**src/sv/pidpi_pkg.sv**
```systemverilog
// Shared types and constants for the PID regulator block.
// No dependencies; imported by every module of the block.
package pidpi_pkg;

  // Fixed field widths of the configuration and result words.
  localparam int GainW        = 16;
  localparam int GainFracBits = 8;
  localparam int SumW         = 32;
  localparam int SumLimitW    = 31;
  localparam int DriveLimitW  = 15;
  localparam int DriveW       = 16;

  // Configuration port geometry.
  localparam int AddrW = 5;
  localparam int DataW = 32;

  // Register indexes, one per 32-bit word.
  typedef enum logic [2:0] {
    RegMode       = 3'd0,
    RegGainP      = 3'd1,
    RegGainI      = 3'd2,
    RegGainD      = 3'd3,
    RegSumLimit   = 3'd4,
    RegDriveLimit = 3'd5
  } reg_idx_e;

  // Controller form.
  typedef enum logic {
    ModePositional  = 1'b0,
    ModeIncremental = 1'b1
  } mode_e;

  // Input word action.
  typedef enum logic {
    ActStep  = 1'b0,
    ActClear = 1'b1
  } action_e;

  localparam logic [DriveLimitW-1:0] DriveLimitReset = '1;

  // Register file contents as seen by the datapath.
  typedef struct packed {
    mode_e                  mode;
    logic [GainW-1:0]       gain_p;
    logic [GainW-1:0]       gain_i;
    logic [GainW-1:0]       gain_d;
    logic [SumLimitW-1:0]   sum_limit;
    logic [DriveLimitW-1:0] drive_limit;
  } cfg_t;

endpackage

```
**src/sv/pidpi_regs.sv**
```systemverilog
// Configuration register file with an APB-style slave port.
// Depends on pidpi_pkg for the register map and the cfg_t bundle.
module pidpi_regs (
  input  logic                    clk_i,
  input  logic                    rst_ni,
  input  logic                    psel,
  input  logic                    penable,
  input  logic                    pwrite,
  input  logic [pidpi_pkg::AddrW-1:0] paddr,
  input  logic [pidpi_pkg::DataW-1:0] pwdata,
  output logic [pidpi_pkg::DataW-1:0] prdata,
  output logic                    pready,
  output pidpi_pkg::cfg_t         cfg_o
);
  import pidpi_pkg::*;

  cfg_t     cfg_q;
  reg_idx_e reg_idx;
  logic     wr_en;

  assign reg_idx = reg_idx_e'(paddr[AddrW-1:2]);
  assign wr_en   = psel && penable && pwrite;
  assign pready  = 1'b1;
  assign cfg_o   = cfg_q;

  // Register writes complete in the access cycle.
  always_ff @(posedge clk_i or negedge rst_ni) begin
    if (!rst_ni) begin
      cfg_q.mode        <= ModePositional;
      cfg_q.gain_p      <= '0;
      cfg_q.gain_i      <= '0;
      cfg_q.gain_d      <= '0;
      cfg_q.sum_limit   <= '0;
      cfg_q.drive_limit <= DriveLimitReset;
    end else if (wr_en) begin
      case (reg_idx)
        RegMode:       cfg_q.mode        <= mode_e'(pwdata[0]);
        RegGainP:      cfg_q.gain_p      <= pwdata[GainW-1:0];
        RegGainI:      cfg_q.gain_i      <= pwdata[GainW-1:0];
        RegGainD:      cfg_q.gain_d      <= pwdata[GainW-1:0];
        RegSumLimit:   cfg_q.sum_limit   <= pwdata[SumLimitW-1:0];
        RegDriveLimit: cfg_q.drive_limit <= pwdata[DriveLimitW-1:0];
        default: ;
      endcase
    end
  end

  // Read data mux; unused addresses read as zero.
  always_comb begin
    prdata = '0;
    case (reg_idx)
      RegMode:       prdata = DataW'(cfg_q.mode);
      RegGainP:      prdata = DataW'(cfg_q.gain_p);
      RegGainI:      prdata = DataW'(cfg_q.gain_i);
      RegGainD:      prdata = DataW'(cfg_q.gain_d);
      RegSumLimit:   prdata = DataW'(cfg_q.sum_limit);
      RegDriveLimit: prdata = DataW'(cfg_q.drive_limit);
      default:       prdata = '0;
    endcase
  end

endmodule

```
**config.mk**
```make
export PLATFORM = sky130hd
export DESIGN_NAME = pidpi_regs
export DESIGN_NICKNAME = d
export VERILOG_FILES = /design/src/sv/pidpi_pkg.sv /design/src/sv/pidpi_regs.sv
export SDC_FILE = /design/constraint.sdc
export NUM_CORES = 1
export LEC_CHECK = 0
export ABC_AREA = 1
export BUFFER_PORTS_ARGS = -buffer_cell sky130_fd_sc_hd__buf_2
export CAP_MARGIN = 20
export CORE_MARGIN = 2
export CORE_UTILIZATION = 48
export DETAILED_ROUTE_END_ITERATION = 16
export GPL_TIMING_DRIVEN = 0
export PLACE_DENSITY = 0.78
export SLEW_MARGIN = 30
export SYNTH_ARGS = -nofsm -noshare
export SYNTH_HDL_FRONTEND = slang
export SYNTH_SLANG_ARGS = --single-unit
```
**constraint.sdc**
```tcl
create_clock -name clk_i -period 2.5 [get_ports clk_i]
set_input_delay 0.375 -clock clk_i [delete_from_list [all_inputs] [get_ports clk_i]]
set_output_delay 0.375 -clock clk_i [all_outputs]
set_load 0.01 [all_outputs]
```
After elaboration in Yosys (flattened, before gate mapping) --
Index checks and enable logic that the tools add are counted.
Cells by class: equal/unequal tests 5, multiplexer cells 1, reduce and logical (&&, ||, !) cells 9
Operators by type and width (number):
- $pmux 31 s6 | 1
- $reduce_and 2->1 | 6
- $eq 3x2->1 const B | 2
- $eq 3x3->1 const B | 2
- $eq 3x1->1 const B | 1
- $logic_not 3->1 | 1
- $logic_and 1x1->1 | 2
Storage, ports and cells: output and inout port bits 128, bits of input ports 42, bits in registers 95

Logic depth before layout (Yosys ltp) --
Gate-level depths: netlist of the first run.
word-level depth 3, mapped depth 8

Worst setup path before layout of the first run --
No wires, ideal clock.
path kind input port to output port, start in paddr[3] in the netlist's numbering, end out prdata[17] in the netlist's numbering, setup slack 0.917 ns, data arrival time 1.208 ns, stages 5, path buffers 2, cells stage by stage buf_2 nor2_4 nand2_2 clkbuf_1 nor2_1
Between the ends: longest elaborated chain between the ends 2, elaborated cells on any way between the ends 7, classes of those cells eq/ne (5); mux (1); reduce/logical (1)
RTL lines:
- start, declared | RTL line pidpi_regs.sv:9 | input logic [pidpi_pkg::AddrW-1:0] paddr,
- $eq 3x3->1 (tied with other cells) | RTL line pidpi_regs.sv:51 | case (reg_idx)
- $pmux 31 s6 * | RTL line pidpi_regs.sv:51
- end, declared | RTL line pidpi_regs.sv:11 | output logic [pidpi_pkg::DataW-1:0] prdata,
Mark *: on every way between the ends. The rest lies on a longest branch, timed or not.

Worst setup path after layout of the first run --
start in paddr[2] in the netlist's numbering, end out prdata[14] in the netlist's numbering
Same word-level chain as after synthesis.

==> impl_metrics.yaml, run 1 <==
run_status:
  status: "complete, no violations"
place:
  gp_congestion: 0.892
  hpwl_um: 10800
  port_buffers: 162
floorplanning:
  die_area_um2: 10400
  rows: 35
  die_y_um: 102
  die_w_um: 102
  core_um2: 9280
  start_util: 0.498
  io_pins: 170
critical_path:
  critPathRequiredTime_ps: 2120
  cp-start-kind: "input port"
  cp_top_family: "buffers and inverters"
  crit_arrival_ps: 1700
  cp-end-kind: "output port"
  slowest_delay_ps: 480
  worstSetupPathType: "input port to output port"
  critPathMaxFanout: 10
  crit_chain: "buf_2 > nand3_2 > clkbuf_1 > nor2_1 > nor2_1 > nand3_1 > buf_2"
  cp.buffers_inverters: 3
  critical_path.slowest_cell: "clkbuf_1"
cts:
  clock_latency_ps: 360
  clock_path_buffers: 2
  cts-root-buf: "clkbuf_8"
  htreeDepth: 3
  cts_resized: 0
  cts_buffers: 9
  clkSlewWorstSetupHoldPaths_ps: 100
  cts_tree: "done"
  clkSinkCount: 95
logic_synthesis:
  ys.warnings.count: 0
  syn-cell-area_um2: 4620
  postSynthCellCount: 595
  synth_seq_cells: 95
  netlist-cell-type-count: 23
  synth.avg_cell_area_um2: 7.77
  ys_seq_area_frac: 0.518
  synth_nets: 637
power:
  cellLeakagePower_uw: 0.00325
  power.total_uw: 4360
  peakVddDrop_uv: 313
  p_per_area_nw_per_um2: 744
sta:
  maxSlewViolCount: 0
  skew_ps: 0
  rsz0062_at_grt: "false"
  fin_crit_ps: 2070
  max_slew_margin: 0.620
  setup_tns_ps: 0
  finalSetupViolCount: 0
  fmax_mhz: 482
  fin_crit_sh: 0.829
  worst_pin_slew_ps: 571
  finalHoldViolCount: 0
finish:
  final_cell_mix: "buf_2, nand2_1, dfrtp_1, inv_1, o21ai_0"
  area_growth_pct: 26.7
  final_common_cell: "buf_2"
  drive_above_1_share: 0.292
  nets: 812
  diodes: 0
  final_util: 0.631
  largest_register_ffs: 95
global_route:
  grtUsageTotal: 0.283
  first_global_vias: 4378
  grt_pass1_wl_um: 22400
  grt_max_degree: 51
  antenna_found_initial: 0
  overflow: 0
detailed_routing:
  firstDrtPassIters: 5
  drc: 0
  drtAntennaViolNets: 0
  routed_wl_um: 14600
  via_per_inst: 5.19
  wl_per_cell_um: 16.1
  vias: 4692
  drt_iter0_drc: 363
flow_run:
  maxCapViolations: 0
min_path:
  hp-class: "input port to flop"
==> path summary, 6_finish.rpt <==
kind	endpoint	start	slack (ps)	cells past startpoint
max	prdata[14]	paddr[2]	430	7
min	cfg_o[41]	pwdata[26]	210	3
max reg2reg	cfg_o[8]	cfg_o[8]	1670	2
min reg2reg	cfg_o[7]	cfg_o[7]	490	2
max in group asynchronous	cfg_o[8]	rst_ni	1350	3
min in group asynchronous	cfg_o[31]	rst_ni	500	2
==> stage by stage <==
stage	setup WS [ps]	area, um^2	instances	hold WS [ps]
global route	320	5860	904	223
finish	427	5860	904	213
CTS	467	5860	904	217
global placement	172	5600	886	470
floorplan	917	4620	595	79.4
detailed placement	473	5630	887	331
==> kinds of logic after synthesis <==
family / after synthesis / share of synthesized area
and+or+nand+nor: 288 / 0.269
DFF: 95 / 0.518
AOI/OAI and AO/OA: 96 / 0.104
other: 2 / 0.00162
buffers and inverters: 114 / 0.107
==> what timing repair did <==
| item | 4_1_cts | 5_1_grt |
|---|---|---|
| buffers inserted | 0 | 0 |
| hold buffers | 1 | 0 |
| endpoints found under the hold margin | 43 | 0 |
==> worst register-to-register path, stage by stage, from the launching register on <==
cell	delay [ps]
dfstp_2	580
o21ai_0	110
nand2_1	90
==> cells in the mapped netlist (all sizes together) <==
| cell type | n | area [um^2] |
|---|---|---|
| inv | 81 | 307 |
| a21oi | 1 | 5.00 |
| buf | 20 | 140 |
| nand3 | 34 | 193 |
| nand4 | 17 | 106 |
| nand2 | 170 | 656 |
| dfrtp | 80 | 2000 |
| o21ai | 95 | 475 |
| dfstp | 15 | 394 |
| nor2 | 67 | 289 |
| clkbuf | 13 | 48.8 |
| conb | 2 | 7.51 |
==> final cells by class <==
type | instances | area (um^2)
clock buffers | 10 | 128
plain buffers | 33 | 189
well taps | 129 | 161
fillers | 874 | 3420
flip-flops and latches | 95 | 2400
clock inverters | 6 | 92.6
multi-input cells | 386 | 1730
inverters | 81 | 307
repair buffers | 164 | 855
==> per-layer routing <==
metal / vias up / track usage / share of wire / wire length [um]
met4: 0 / 0.0913 / 0.024 / 346
met2: 248 / 0.467 / 0.49 / 7070
met3: 28 / 0.0424 / 0.088 / 1280
met5: - / 0 / 0 / 0
li1: 2210 / - / - / -
met1: 2206 / 0.389 / 0.40 / 5870
==> report_power, final <==
part	total [uW]	internal (uW)	switching (uW)
Combinational	1110	437	673
Clock	1140	571	572
Sequential	2110	1870	239
Power figures use the tool's default switching activity.
==> run 2: changes to the inputs <==
==> constraint.sdc (replaced) <==
create_clock -name clk_i -period 1.97 [get_ports clk_i]
set_input_delay 0.2955 -clock clk_i [delete_from_list [all_inputs] [get_ports clk_i]]
set_output_delay 0.2955 -clock clk_i [all_outputs]
set_load 0.01 [all_outputs]
==> impl_metrics.yaml, run 2 (synthesis gave the netlist of run 1 again) <==
run_status:
  status: "complete, no violations"
place:
  port_buffers: 162
  gp_congestion: 0.892
  placedCellCount: 887
  hpwl_um: 10800
  dpl_cell_area_um2: 5630
critical_path:
  cp_top_family: "simple AND/OR/NAND/NOR gates"
  worstSetupPathType: "input port to output port"
  cp-start-kind: "input port"
  crit_arrival_ps: 1490
  critical_path.slowest_cell: "nand3_1"
  crit_chain: "buf_2 > buf_6 > nand3_1 > nor2_1 > nor2_1 > nand3_1 > buf_2"
  cp.buffers_inverters: 3
  cp-end-kind: "output port"
  critPathRequiredTime_ps: 1670
  critPathMaxFanout: 10
  slowest_delay_ps: 320
floorplanning:
  die_area_um2: 10400
  die_w_um: 102
  core_um2: 9280
  rows: 35
  start_util: 0.498
  io_pins: 170
  die_y_um: 102
sta:
  fmax_mhz: 562
  skew_ps: 0
  finalSetupViolCount: 0
  max_slew_margin: 0.620
  rsz0062_at_grt: "false"
  maxSlewViolCount: 0
  worst_pin_slew_ps: 570
  fin_crit_ps: 1780
  finalHoldViolCount: 0
  fin_crit_sh: 0.904
min_path:
  hp-class: "input port to flop"
finish:
  largest_register_ffs: 95
  design_area_um2: 5860
  nets: 811
  fillCellCount: 874
  final_common_cell: "buf_2"
  final_cell_mix: "buf_2, nand2_1, dfrtp_1, inv_1, o21ai_0"
  diodes: 0
  area_growth_pct: 26.7
  instances_no_fill: 903
  drive_above_1_share: 0.292
flow_run:
  maxCapViolations: 0
detailed_routing:
  via_per_inst: 5.22
  firstDrtPassIters: 7
  drc: 0
  routed_wl_um: 14600
  vias: 4710
  drtAntennaViolNets: 0
  wl_per_cell_um: 16.2
  drt_iter0_drc: 403
global_route:
  grt_max_degree: 51
  first_global_vias: 4378
  antenna_found_initial: 0
  grt_pass1_wl_um: 22400
  overflow: 0
  grtUsageTotal: 0.283
cts:
  post_cts_buffers: 0
  cts_buffers: 9
  clock_path_buffers: 2
  cts-root-buf: "clkbuf_8"
  clkSlewWorstSetupHoldPaths_ps: 90
  htreeDepth: 3
  cts_tree: "done"
  clkSinkCount: 95
  cts_resized: 0
  clock_latency_ps: 360
power:
  peakVddDrop_uv: 396
  p_per_area_nw_per_um2: 945
  cellLeakagePower_uw: 0.00325
## run 2: final cells by class
type	count	area, um^2	area share
Multi-Input combinational cell	386	1730	0.296
Tap cell	129	161	0.0276
Inverter	81	307	0.0524
Clock buffer	10	128	0.0218
Buffer	32	185	0.0316
Sequential cell	95	2400	0.409
Clock inverter	6	92.6	0.0158
Timing Repair Buffer	164	855	0.146
## run 2: where the power goes
part	switching [uW]	internal [uW]
Sequential	304	2370
Clock	725	725
Combinational	855	554
## run 2: through the flow
stage	utilization	total power [uW]	setup WS, ps	TNS [ps]	hold slack, ps
after floorplan	-	3360	546	0	-0.0911
after global placement	0.603	4050	-279	-21980	470
after detailed placement	0.606	4110	102	0	251
after CTS	0.631	5540	95.8	0	137
after global routing	0.631	5810	69.5	0	143
final	0.631	5530	189	0	137
## run 2: worst register-to-register path, cell delays in order, from the launching register on
cell and delay [ps]:
dfstp_2 580, o21ai_0 100, nand2_1 90
## run 2: repair_timing
action	CTS	global route
setup endpoints to repair	0	5
hold buffers	1	0
hold endpoints to repair	43	0
## run 2: routing by layer
layer	wire, um	vias to the layer above	GRT usage
met5	0	-	0
met2	7100	248	0.467
met3	1270	31	0.0424
met1	5900	2231	0.389
met4	334	0	0.0913
li1	-	2200	-
## run 2: final timing paths
path                       depth (start not counted)  slack (ps)       start    endpoint
min                                                3         140  pwdata[26]   cfg_o[41]
max                                                7         190    paddr[2]  prdata[14]
min reg2reg                                        2         490    cfg_o[4]    cfg_o[4]
max reg2reg                                        2        1150    cfg_o[8]    cfg_o[8]
max in group asynchronous                          3         900      rst_ni    cfg_o[8]
min in group asynchronous                          2         420      rst_ni   cfg_o[31]
